[src/rtl/core/epp_pkg.sv]
// Shared types, codes and sizing constants for the expression precedence parser.
// Used by epp_ctrl, epp_datapath and expression_precedence_parser; no dependencies.
package epp_pkg;

    // Sizing
    localparam int MAX_NODES = 1024;
    localparam int CNT_W     = $clog2(MAX_NODES + 1);
    localparam int IDX_W     = 10;
    localparam int POS_W     = 16;
    localparam int TKIND_W   = 3;
    localparam int NKIND_W   = 3;
    localparam int STATUS_W  = 2;
    localparam int PCNT_W    = 2;
    localparam int IN_W      = 24;
    localparam int OUT_W     = 56;

    // Input token kinds (five to seven behave as "other")
    localparam logic [TKIND_W-1:0] TOK_INT   = 3'd0;
    localparam logic [TKIND_W-1:0] TOK_PLUS  = 3'd1;
    localparam logic [TKIND_W-1:0] TOK_MINUS = 3'd2;
    localparam logic [TKIND_W-1:0] TOK_STAR  = 3'd3;
    localparam logic [TKIND_W-1:0] TOK_SLASH = 3'd4;

    // Node kinds on the result channel
    localparam logic [NKIND_W-1:0] NODE_INT = 3'd0;

    // Pending operator codes; node kind is the code plus one
    localparam logic [1:0] OP_ADD = 2'd0;
    localparam logic [1:0] OP_SUB = 2'd1;
    localparam logic [1:0] OP_MUL = 2'd2;
    localparam logic [1:0] OP_DIV = 2'd3;

    // Binding strength
    localparam logic [4:0] PREC_ADD = 5'd10;
    localparam logic [4:0] PREC_MUL = 5'd20;

    typedef enum logic [STATUS_W-1:0] {
        ST_NODE     = 2'd0,
        ST_DONE     = 2'd1,
        ST_EXPECTED = 2'd2,
        ST_OVERFLOW = 2'd3
    } status_t;

    typedef enum logic {
        S_IDLE = 1'b0,
        S_EXEC = 1'b1
    } state_t;

    typedef enum logic [2:0] {
        CMD_NONE      = 3'd0,
        CMD_LEAF      = 3'd1,
        CMD_ERROR     = 3'd2,
        CMD_OVF_TOKEN = 3'd3,
        CMD_REDUCE    = 3'd4,
        CMD_OVF_TOP   = 3'd5,
        CMD_DONE      = 3'd6,
        CMD_PUSH_OP   = 3'd7
    } cmd_op_t;

    typedef struct packed {
        logic    load;
        cmd_op_t op;
        logic    last;
    } epp_cmd_t;

    typedef struct packed {
        logic expect_operand;
        logic is_literal;
        logic is_op;
        logic pending_any;
        logic reduce_top;
        logic reduce_next;
        logic counter_full;
        logic out_free;
    } epp_status_t;

    function automatic logic [4:0] op_prec(input logic [1:0] op);
        logic [4:0] prec;
        prec = (op == OP_MUL || op == OP_DIV) ? PREC_MUL : PREC_ADD;
        return prec;
    endfunction

endpackage

[src/rtl/core/epp_ctrl.sv]
// Controller state machine for the expression precedence parser.
// Depends on epp_pkg; drives epp_datapath through command and status structs.
module epp_ctrl
    import epp_pkg::*;
(
    input  logic        aclk,
    input  logic        aresetn,
    input  logic        s_tvalid,
    output logic        s_tready,
    input  epp_status_t dp_status,
    output epp_cmd_t    dp_cmd
);

    state_t state_reg;
    state_t state_next;

    // Hold the state
    always_ff @(posedge aclk) begin
        if (!aresetn) begin
            state_reg <= S_IDLE;
        end else begin
            state_reg <= state_next;
        end
    end

    // Sequence one token: take it, then step through reductions and results
    always_comb begin
        state_next  = state_reg;
        s_tready    = 1'b0;
        dp_cmd.load = 1'b0;
        dp_cmd.op   = CMD_NONE;
        dp_cmd.last = 1'b0;
        unique case (state_reg)
            S_IDLE: begin
                s_tready = 1'b1;
                if (s_tvalid) begin
                    dp_cmd.load = 1'b1;
                    state_next  = S_EXEC;
                end
            end
            S_EXEC: begin
                if (dp_status.expect_operand) begin
                    // Operand position: literal, error or overflow, always one result
                    if (dp_status.out_free) begin
                        if (!dp_status.is_literal) begin
                            dp_cmd.op = CMD_ERROR;
                        end else if (dp_status.counter_full) begin
                            dp_cmd.op = CMD_OVF_TOKEN;
                        end else begin
                            dp_cmd.op = CMD_LEAF;
                        end
                        dp_cmd.last = 1'b1;
                        state_next  = S_IDLE;
                    end
                end else if (dp_status.is_op) begin
                    // Operator: reduce tighter-or-equal pending operators, then push
                    if (dp_status.reduce_top) begin
                        if (dp_status.out_free) begin
                            if (dp_status.counter_full) begin
                                dp_cmd.op   = CMD_OVF_TOP;
                                dp_cmd.last = 1'b1;
                                state_next  = S_IDLE;
                            end else begin
                                dp_cmd.op   = CMD_REDUCE;
                                dp_cmd.last = !dp_status.reduce_next;
                            end
                        end
                    end else begin
                        dp_cmd.op  = CMD_PUSH_OP;
                        state_next = S_IDLE;
                    end
                end else begin
                    // End of expression: reduce everything, then report done
                    if (dp_status.out_free) begin
                        if (dp_status.pending_any) begin
                            if (dp_status.counter_full) begin
                                dp_cmd.op   = CMD_OVF_TOP;
                                dp_cmd.last = 1'b1;
                                state_next  = S_IDLE;
                            end else begin
                                dp_cmd.op = CMD_REDUCE;
                            end
                        end else begin
                            dp_cmd.op   = CMD_DONE;
                            dp_cmd.last = 1'b1;
                            state_next  = S_IDLE;
                        end
                    end
                end
            end
            default: begin
                state_next = S_IDLE;
            end
        endcase
    end

endmodule

[src/rtl/core/epp_datapath.sv]
// Datapath for the expression precedence parser: token register, stacks,
// node counter and result register. Depends on epp_pkg; commanded by epp_ctrl.
module epp_datapath
    import epp_pkg::*;
(
    input  logic             aclk,
    input  logic             aresetn,
    input  logic [IN_W-1:0]  s_tdata,
    output logic [OUT_W-1:0] m_tdata,
    output logic             m_tvalid,
    input  logic             m_tready,
    output logic             m_tlast,
    input  epp_cmd_t         dp_cmd,
    output epp_status_t      dp_status
);

    // Current token
    logic [TKIND_W-1:0] tok_kind_reg;
    logic [POS_W-1:0]   tok_pos_reg;

    // Parser state; stacks keep their top at entry zero
    logic               expect_reg;
    logic [1:0]         pend_kind_reg [2];
    logic [POS_W-1:0]   pend_tok_reg  [2];
    logic [PCNT_W-1:0]  pend_cnt_reg;
    logic [IDX_W-1:0]   opnd_reg      [3];
    logic [CNT_W-1:0]   node_cnt_reg;

    // Result register
    logic               out_valid_reg;
    logic               out_last_reg;
    status_t            out_status_reg;
    logic [NKIND_W-1:0] out_kind_reg;
    logic [IDX_W-1:0]   out_index_reg;
    logic [POS_W-1:0]   out_token_reg;
    logic [IDX_W-1:0]   out_left_reg;
    logic [IDX_W-1:0]   out_right_reg;

    logic [1:0]         new_op;
    logic [4:0]         new_prec;
    logic [IDX_W-1:0]   node_idx;
    logic               emit;
    logic               clear;

    assign new_op   = 2'(tok_kind_reg - TOK_PLUS);
    assign new_prec = op_prec(new_op);
    assign node_idx = IDX_W'(node_cnt_reg);

    // Report status to the controller
    always_comb begin
        dp_status.expect_operand = expect_reg;
        dp_status.is_literal     = (tok_kind_reg == TOK_INT);
        dp_status.is_op          = (tok_kind_reg == TOK_PLUS) || (tok_kind_reg == TOK_MINUS)
                                 || (tok_kind_reg == TOK_STAR) || (tok_kind_reg == TOK_SLASH);
        dp_status.pending_any    = (pend_cnt_reg != '0);
        dp_status.reduce_top     = (pend_cnt_reg != '0)
                                 && (op_prec(pend_kind_reg[0]) >= new_prec);
        dp_status.reduce_next    = (pend_cnt_reg == PCNT_W'(2))
                                 && (op_prec(pend_kind_reg[1]) >= new_prec);
        dp_status.counter_full   = (node_cnt_reg >= CNT_W'(MAX_NODES));
        dp_status.out_free       = !out_valid_reg || m_tready;
    end

    assign emit  = (dp_cmd.op != CMD_NONE) && (dp_cmd.op != CMD_PUSH_OP);
    assign clear = (dp_cmd.op == CMD_ERROR) || (dp_cmd.op == CMD_OVF_TOKEN)
                || (dp_cmd.op == CMD_OVF_TOP) || (dp_cmd.op == CMD_DONE);

    // Capture the token on its transaction
    always_ff @(posedge aclk) begin
        if (dp_cmd.load) begin
            tok_kind_reg <= s_tdata[TKIND_W-1:0];
            tok_pos_reg  <= s_tdata[TKIND_W +: POS_W];
        end
    end

    // Control state of the parser
    always_ff @(posedge aclk) begin
        if (!aresetn) begin
            expect_reg   <= 1'b1;
            pend_cnt_reg <= '0;
            node_cnt_reg <= '0;
        end else if (clear) begin
            expect_reg   <= 1'b1;
            pend_cnt_reg <= '0;
            node_cnt_reg <= '0;
        end else begin
            case (dp_cmd.op)
                CMD_LEAF: begin
                    expect_reg   <= 1'b0;
                    node_cnt_reg <= node_cnt_reg + CNT_W'(1);
                end
                CMD_REDUCE: begin
                    pend_cnt_reg <= pend_cnt_reg - PCNT_W'(1);
                    node_cnt_reg <= node_cnt_reg + CNT_W'(1);
                end
                CMD_PUSH_OP: begin
                    expect_reg <= 1'b1;
                    if (pend_cnt_reg < PCNT_W'(2)) begin
                        pend_cnt_reg <= pend_cnt_reg + PCNT_W'(1);
                    end
                end
                default: begin
                end
            endcase
        end
    end

    // Stack contents: shift on push, pull up on pop
    always_ff @(posedge aclk) begin
        case (dp_cmd.op)
            CMD_LEAF: begin
                opnd_reg[0] <= node_idx;
                opnd_reg[1] <= opnd_reg[0];
                opnd_reg[2] <= opnd_reg[1];
            end
            CMD_REDUCE: begin
                opnd_reg[0]      <= node_idx;
                opnd_reg[1]      <= opnd_reg[2];
                pend_kind_reg[0] <= pend_kind_reg[1];
                pend_tok_reg[0]  <= pend_tok_reg[1];
            end
            CMD_PUSH_OP: begin
                if (pend_cnt_reg < PCNT_W'(2)) begin
                    pend_kind_reg[0] <= new_op;
                    pend_tok_reg[0]  <= tok_pos_reg;
                    pend_kind_reg[1] <= pend_kind_reg[0];
                    pend_tok_reg[1]  <= pend_tok_reg[0];
                end
            end
            default: begin
            end
        endcase
    end

    // Result valid: set on a new result, drop when taken
    always_ff @(posedge aclk) begin
        if (!aresetn) begin
            out_valid_reg <= 1'b0;
        end else if (emit) begin
            out_valid_reg <= 1'b1;
        end else if (m_tready) begin
            out_valid_reg <= 1'b0;
        end
    end

    // Result payload
    always_ff @(posedge aclk) begin
        if (emit) begin
            out_last_reg   <= dp_cmd.last;
            out_status_reg <= ST_NODE;
            out_kind_reg   <= NODE_INT;
            out_index_reg  <= '0;
            out_token_reg  <= '0;
            out_left_reg   <= '0;
            out_right_reg  <= '0;
            case (dp_cmd.op)
                CMD_LEAF: begin
                    out_index_reg <= node_idx;
                    out_token_reg <= tok_pos_reg;
                end
                CMD_ERROR: begin
                    out_status_reg <= ST_EXPECTED;
                    out_token_reg  <= tok_pos_reg;
                end
                CMD_OVF_TOKEN: begin
                    out_status_reg <= ST_OVERFLOW;
                    out_token_reg  <= tok_pos_reg;
                end
                CMD_REDUCE: begin
                    out_kind_reg  <= NKIND_W'(pend_kind_reg[0]) + NKIND_W'(1);
                    out_index_reg <= node_idx;
                    out_token_reg <= pend_tok_reg[0];
                    out_left_reg  <= opnd_reg[1];
                    out_right_reg <= opnd_reg[0];
                end
                CMD_OVF_TOP: begin
                    out_status_reg <= ST_OVERFLOW;
                    out_token_reg  <= pend_tok_reg[0];
                end
                CMD_DONE: begin
                    out_status_reg <= ST_DONE;
                end
                default: begin
                end
            endcase
        end
    end

    // Pack the result transaction
    assign m_tvalid = out_valid_reg;
    assign m_tlast  = out_last_reg;
    assign m_tdata  = {5'd0, out_right_reg, out_left_reg, out_token_reg, out_index_reg,
                       out_kind_reg, out_status_reg};

endmodule

[src/rtl/core/expression_precedence_parser.sv]
// Top level of the expression precedence parser: stream ports, controller and datapath.
// Depends on epp_pkg, epp_ctrl and epp_datapath.
//
//   Port group  Direction  Carries
//   s_          in         one token per transaction
//   m_          out        one parse node or event per transaction, tlast on each token's last one
//
// A token is taken in S_IDLE and then handled in S_EXEC at one result per cycle while the
// result register is free: a literal or an error gives one, an operator one per reduction
// before its push (which gives none), an end token one per reduction plus one for done.
// The controller sequences one token at a time; the result register lets the next
// token in while the last result still waits. A stall on m_tready holds the controller
// in place. Reset (aresetn low, synchronous) empties both stacks and zeroes the node count.
module expression_precedence_parser
    import epp_pkg::*;
(
    input  logic             aclk,
    input  logic             aresetn,
    input  logic             s_tvalid,
    output logic             s_tready,
    input  logic [IN_W-1:0]  s_tdata,   // token_kind[2:0], token_position[18:3], zeros above
    output logic             m_tvalid,
    input  logic             m_tready,
    output logic [OUT_W-1:0] m_tdata,   // status[1:0], node_kind[4:2], node_index[14:5],
                                        // node_token[30:15], left_child[40:31],
                                        // right_child[50:41], zeros above
    output logic             m_tlast
);

    epp_cmd_t    dp_cmd;
    epp_status_t dp_status;

    // Sequence tokens
    epp_ctrl u_ctrl (
        .aclk      (aclk),
        .aresetn   (aresetn),
        .s_tvalid  (s_tvalid),
        .s_tready  (s_tready),
        .dp_status (dp_status),
        .dp_cmd    (dp_cmd)
    );

    // Hold stacks, counter and the result register
    epp_datapath u_datapath (
        .aclk      (aclk),
        .aresetn   (aresetn),
        .s_tdata   (s_tdata),
        .m_tdata   (m_tdata),
        .m_tvalid  (m_tvalid),
        .m_tready  (m_tready),
        .m_tlast   (m_tlast),
        .dp_cmd    (dp_cmd),
        .dp_status (dp_status)
    );

endmodule
[config.mk]
export PLATFORM = sky130hd
export DESIGN_NAME = expression_precedence_parser
export DESIGN_NICKNAME = d
export VERILOG_FILES = /design/src/rtl/core/epp_pkg.sv /design/src/rtl/core/epp_ctrl.sv /design/src/rtl/core/epp_datapath.sv /design/src/rtl/core/expression_precedence_parser.sv
export SDC_FILE = /design/constraint.sdc
export NUM_CORES = 1
export LEC_CHECK = 0
export ABC_AREA = 1
export BUFFER_PORTS_ARGS = -buffer_cell sky130_fd_sc_hd__buf_2
export CELL_PAD_IN_SITES_DETAIL_PLACEMENT = 2
export CELL_PAD_IN_SITES_GLOBAL_PLACEMENT = 2
export CORE_MARGIN = 1.5
export CORE_UTILIZATION = 38
export CTS_CLUSTER_DIAMETER = 150
export DETAILED_ROUTE_END_ITERATION = 10
export GPL_ROUTABILITY_DRIVEN = 0
export PLACE_DENSITY = 0.9
export SKIP_LAST_GASP = 1
export SLEW_MARGIN = 20
export SYNTH_ARGS = -nofsm -noshare
export SYNTH_HDL_FRONTEND = slang
export SYNTH_HIERARCHICAL = 1
export SYNTH_SLANG_ARGS = --single-unit
[constraint.sdc]
create_clock -name aclk -period 4.55 [get_ports aclk]
set_clock_uncertainty 0.2 [all_clocks]
set_input_delay 0.455 -clock aclk [delete_from_list [all_inputs] [get_ports aclk]]
set_output_delay 0.455 -clock aclk [all_outputs]
set_load 0.01 [all_outputs]
* After elaboration in Yosys (flattened, before gate mapping)
Memory sizes are Yosys's and may differ from the RTL's.
Index checks and enable logic that the tools add are counted.
** Word-level totals
- Register bits after elaboration :: 87
- Memory bits (writable) :: 66
- Input port bits :: 28
- Output and inout port bits :: 59
- Logic and storage cells :: 126
- Memories kept :: 3
** Operators by class
- Add/subtract/negate cells :: 5
- Magnitude comparators :: 4
- Eq/ne operators :: 20
- Mux-type cells :: 47
- Bitwise operators :: 6
- Reductions and logical operators :: 27
** Memory list
- u_datapath.pend_tok_reg :: words 2, bits a word 16, rd ports 2, clocked after Yosys merged registers in 0, wr ports 2, RTL line epp_datapath.sv:24 : logic [POS_W-1:0] pend_tok_reg [2];
- u_datapath.opnd_reg :: words 3, bits a word 10, rd ports 3, clocked after Yosys merged registers in 0, wr ports 3, RTL line epp_datapath.sv:26 : logic [IDX_W-1:0] opnd_reg [3];
- u_datapath.pend_kind_reg :: words 2, bits a word 2, rd ports 2, clocked after Yosys merged registers in 0, wr ports 2, RTL line epp_datapath.sv:23 : logic [1:0] pend_kind_reg [2];
** Operators with widths (count)
- $pmux W16 S2 :: 1
- $mux W4 :: 6
- $mux W1 :: 23
- $mux W10 :: 2
- $mux W16 :: 1
- $eq A3 B3 Y1 const B :: 5
- $mux W5 :: 3
- $eq A2 B2 Y1 const B :: 7
- $eq A3 B2 Y1 const B :: 4
- $add A11 B1 Y11 const B :: 1
- $ge A11 B11 Y1 const B :: 1
- $ge A5 B5 Y1 :: 2
- $logic_or A1 B1 Y1 :: 10
- $mux W3 :: 3
- $mux W2 :: 4
- $reduce_bool A2 Y1 :: 4
- $reduce_or A2 Y1 :: 4
- $eq A3 B1 Y1 const B :: 2
- $pmux W2 S3 :: 1
- $or A1 B1 Y1 :: 4
- $pmux W1 S2 :: 2
- $pmux W2 S2 :: 1
- $sub A2 B1 Y2 const B :: 2
- $add A2 B1 Y3 const B :: 1
- other kinds (11) :: 15

* Longest topological paths before layout
- Depth after elaboration :: 18
- Gate-level depth with buffers :: 17
- Depth with buffers taken out :: 16

* Modules after synthesis
Netlist, hierarchy kept.
** Modules (own cells, without submodules)
- epp_datapath :: instances 1, cells each 458, area each 5859.4 µm², seq. area each 4414.2 µm²
- epp_ctrl :: instances 1, cells each 36, area each 192.7 µm², seq. area each 20.0 µm²

* Worst setup path after synthesis
No wires, ideal clock.
- Kind :: register -> register
- From :: reg u_datapath.tok_kind_reg[0]
- To :: mem u_datapath.pend_kind_reg[0][0] (enable)
- Arrival time :: 3.390 ns
- Required time :: 3.975 ns
- Setup slack :: 0.585 ns
- Cell stages (with the launch flop) :: 15
- Buffers on the path :: 1
- Period minus slack after synthesis :: 3.965 ns
- Cell sequence :: edfxtp_1 > inv_1 > ha_1 > inv_1 > a21oi_1 > inv_2 > nand2_1 > nand2_2 > a211oi_2 > nand2_1 > nor2_1 > ha_1 > inv_1 > clkbuf_1 > nand2_1
** RTL lines
- from (decl) :: RTL line epp_datapath.sv:18 : logic [TKIND_W-1:0] tok_kind_reg;
- from (signal assigned) :: RTL line epp_datapath.sv:71 : tok_kind_reg <= s_tdata[TKIND_W-1:0];
- to (decl) :: RTL line epp_datapath.sv:23

==> reports/qor.csv <==
stage,metric,value,unit
floorplanning,Starting Density,39.4,%
layout,nets@finish,632,
floorplanning,DIE AREA,0.0167,mm2
sta,final setup violation count,0,
logic_synthesis,post-synthesis cell type count,29,
clock_tree,CTS tree,built,
sta,RSZ-0062 raised after global routing,no,
sta,final hold slack,0.0173,ns
layout,share of cells above drive strength 1,21.5,%
clock_tree,Post-CTS Setup Inserts,0,
place,DP Wirelength,11.7,mm
sta,Worst Max-Slew Pin Slew,0.904,ns
clock_tree,clock sinks,153,
place,post-place setup slack,0.377,ns
floorplanning,Core ar.,0.0154,mm2
layout,antenna cells,0,
floorplanning,num rows,45,
critical_path,CP Max Fanout,22,
clock_tree,Root Buffer,clkbuf_16,
logic_synthesis,Post-synth top cells,"edfxtp_1, nand2_1, inv_1",
detailed_routing,vias per cell,5.02,
floorplanning,DIE WIDTH,129,um
clock_tree,clock latency on the worst-skew pair,0.43,ns
detailed_routing,initial detailed-routing violation count,225,
detailed_routing,WL/cell,23.1,um
layout,Layout area overhead,22.3,%
critical_path,Crit path max-delay family,simple AND/OR/NAND/NOR gates,
global_routing,first-pass GRT wire length,28.4,mm
logic_synthesis,top cell type's share of synthesized area,68.0,%
global_routing,initial antenna violation count,0,
global_routing,vias in the first global route,4659,
logic_synthesis,"FFs w/ async S/R, synth",0,%
sta,Tcrit/Tclk final,88.6,%
logic_synthesis,most common cell in the netlist,edfxtp_1,
sta,Peak Freq,248,MHz
floorplanning,I/O pins,87,
detailed_routing,Vias,4114,
global_routing,GR Util All Layers,24.0,%
power_and_ir_drop,Max IR drop VDD,0.238,mV
layout,filler instances,1524,
critical_path,buffer and inverter count on the worst path,3,
critical_path,CP Launch Type,register,
power_and_ir_drop,total power,3210,uW
logic_synthesis,ys flop type,edfxtp_1,
clock_tree,total CTS buffers,17,
logic_synthesis,Syn Inst Count,494,
logic_synthesis,Yosys reg bits,153,
logic_synthesis,"EDFF count, synth",137,
detailed_routing,DRT Pass-1 Iters,4,
logic_synthesis,Avg Inst Size Synth,12.3,um2
layout,max FFs per register,32,
sta,Final Slew Violations,0,
place,PortBufs,76,
critical_path,CP Cell Sequence,"inv_1, ha_1, inv_1, a21oi_1, a21oi_1, nor3_1, nand2_1, nand2_2, buf_4, nand2_1, o21ai_0, nor2_1",
critical_path,Crit. End Element,register,
critical_path,CP Data Required Time,4.67,ns
logic_synthesis,top cell type by total area after synthesis,edfxtp_1,
power_and_ir_drop,Pleak,0.00290,uW
sta,setup ws final,0.518,ns
status,run status,"finished, final reports clean",
logic_synthesis,largest cells by area after synthesis,"edfxtp_1, nand2_1, dfxtp_1, inv_1, nor2_1",
clock_tree,CTS H-tree depth,4,
clock_tree,clock slew at reported path FFs,0.07,ns
job,Max-cap violations,0,
sta,Max-slew headroom,39.7,%
global_routing,total gr overflow,0,
logic_synthesis,warnings from Yosys,6,
detailed_routing,DRC errors left,0,
global_routing,pin count of the biggest net entering global routing,36,
logic_synthesis,register area share after synthesis,73.3,%
sta,final hold vios,0,
critical_path,kind of critical path,reg2reg,
power_and_ir_drop,Power Dens Cells,434,mW/mm2
critical_path,critical path's largest stage delay,0.61,ns
sta,minimum clock period,4.03,ns
min_path,Hold WC Path Type,in2reg,
detailed_routing,Post-Route WL,18.9,mm
floorplanning,die height,129,um
detailed_routing,DRT antenna net count,0,
sta,setup_tns,0,ns
logic_synthesis,Mapped Area,0.00605,mm2
critical_path,slowest CP cell,nor3_1,
critical_path,"Arr. time, crit path",4.16,ns
clock_tree,clk buf depth,2,
worst paths after layout:
kind	startpoint	endpoint	slack, ns	cells after the start
max	u_datapath/tok_kind_reg[0]	u_datapath/node_cnt_reg[2]	0.52	12
min	s_tdata[5]	u_datapath/tok_pos_reg[2]	0.02	1
max reg2reg	u_datapath/tok_kind_reg[0]	u_datapath/node_cnt_reg[2]	0.52	12
min reg2reg	u_datapath/opnd_reg[0][16]	u_datapath/opnd_reg[1][6]	0.26	0
routing by layer:
layer | up-vias | global-route usage [%] | share of wire, %
met3 | 32 | 5.16 | 4.8
met5 | - | 0 | 0
met4 | 0 | 8.72 | 2.2
met2 | 128 | 44.1 | 54
li1 | 1844 | - | -
met1 | 2110 | 27.4 | 39
power by group:
| group | switching (uW) | internal (uW) |
|---|---|---|
| clock network | 580 | 908 |
| logic | 92.2 | 47.9 |
| registers | 17.3 | 1560 |
| total | 690 | 2520 |
cell families after synthesis:
group | Yosys count | synth area share (%)
buffers and inverters | 88 | 6.24
XOR/XNOR | 1 | 0.145
adder cells (fa/ha/maj) | 9 | 1.86
AO/OA/AOI/OAI | 63 | 6.35
AND/OR/NAND/NOR | 179 | 12.1
flip-flops | 153 | 73.3
other | 1 | 0.0620
final cells by class:
type | count | area, um2 | area share, %
Timing Repair Buffer | 96 | 578 | 7.81
Tap cell | 211 | 264 | 3.57
Clock buffer | 17 | 425 | 5.75
Sequential cell | 153 | 4430 | 59.9
Multi-Input combinational cell | 257 | 1260 | 17.0
Clock inverter | 15 | 183 | 2.47
Inverter | 70 | 263 | 3.55
worst register-to-register path: cells and delay by family, from the launching register on:
| family | cells | cell delay (ns) |
|---|---|---|
| AOI/OAI and AO/OA | 3 | 0.89 |
| adders and majority gates | 1 | 0.19 |
| buffers and inverters | 3 | 0.57 |
| DFF | 1 | 0.45 |
| and+or+nand+nor | 5 | 1.64 |
through the flow:
stage	cells	area, um2	util, %
finish	819	7400	48.2
global route	819	7400	48.2
CTS	818	7390	48.1
detailed placement	773	6650	43.3
global placement	773	6650	43.3
floorplan	498	6070	-
cell usage in the layout (no fill, tap or decap), types with 2 or more instances in the layout:
master	n
clkinv_2	6
a21oi_1	17
clkinv_4	2
clkbuf_16	17
buf_2	76
nor3_1	5
ha_1	9
nand2_1	97
nand2_2	4
o21ai_0	26
a21oi_2	3
dlygate4sd3_1	14
nand3_2	3
dfxtp_1	16
clkinv_1	2
bufinv_16	4
inv_2	7
edfxtp_1	137
a22o_1	12
nand4_1	3
buf_4	5
inv_1	63
o21ai_1	2
nand3_1	7
conb_1	5
nor2_1	58
timing repair:
item / CTS / global route
hold buffers: 13 / 1
resized for setup: 0 / 1
hold endpoints to repair: 13 / 1
endpoints found under the setup margin: 0 / 18
Note: power is estimated with default switching activity, not from simulation.
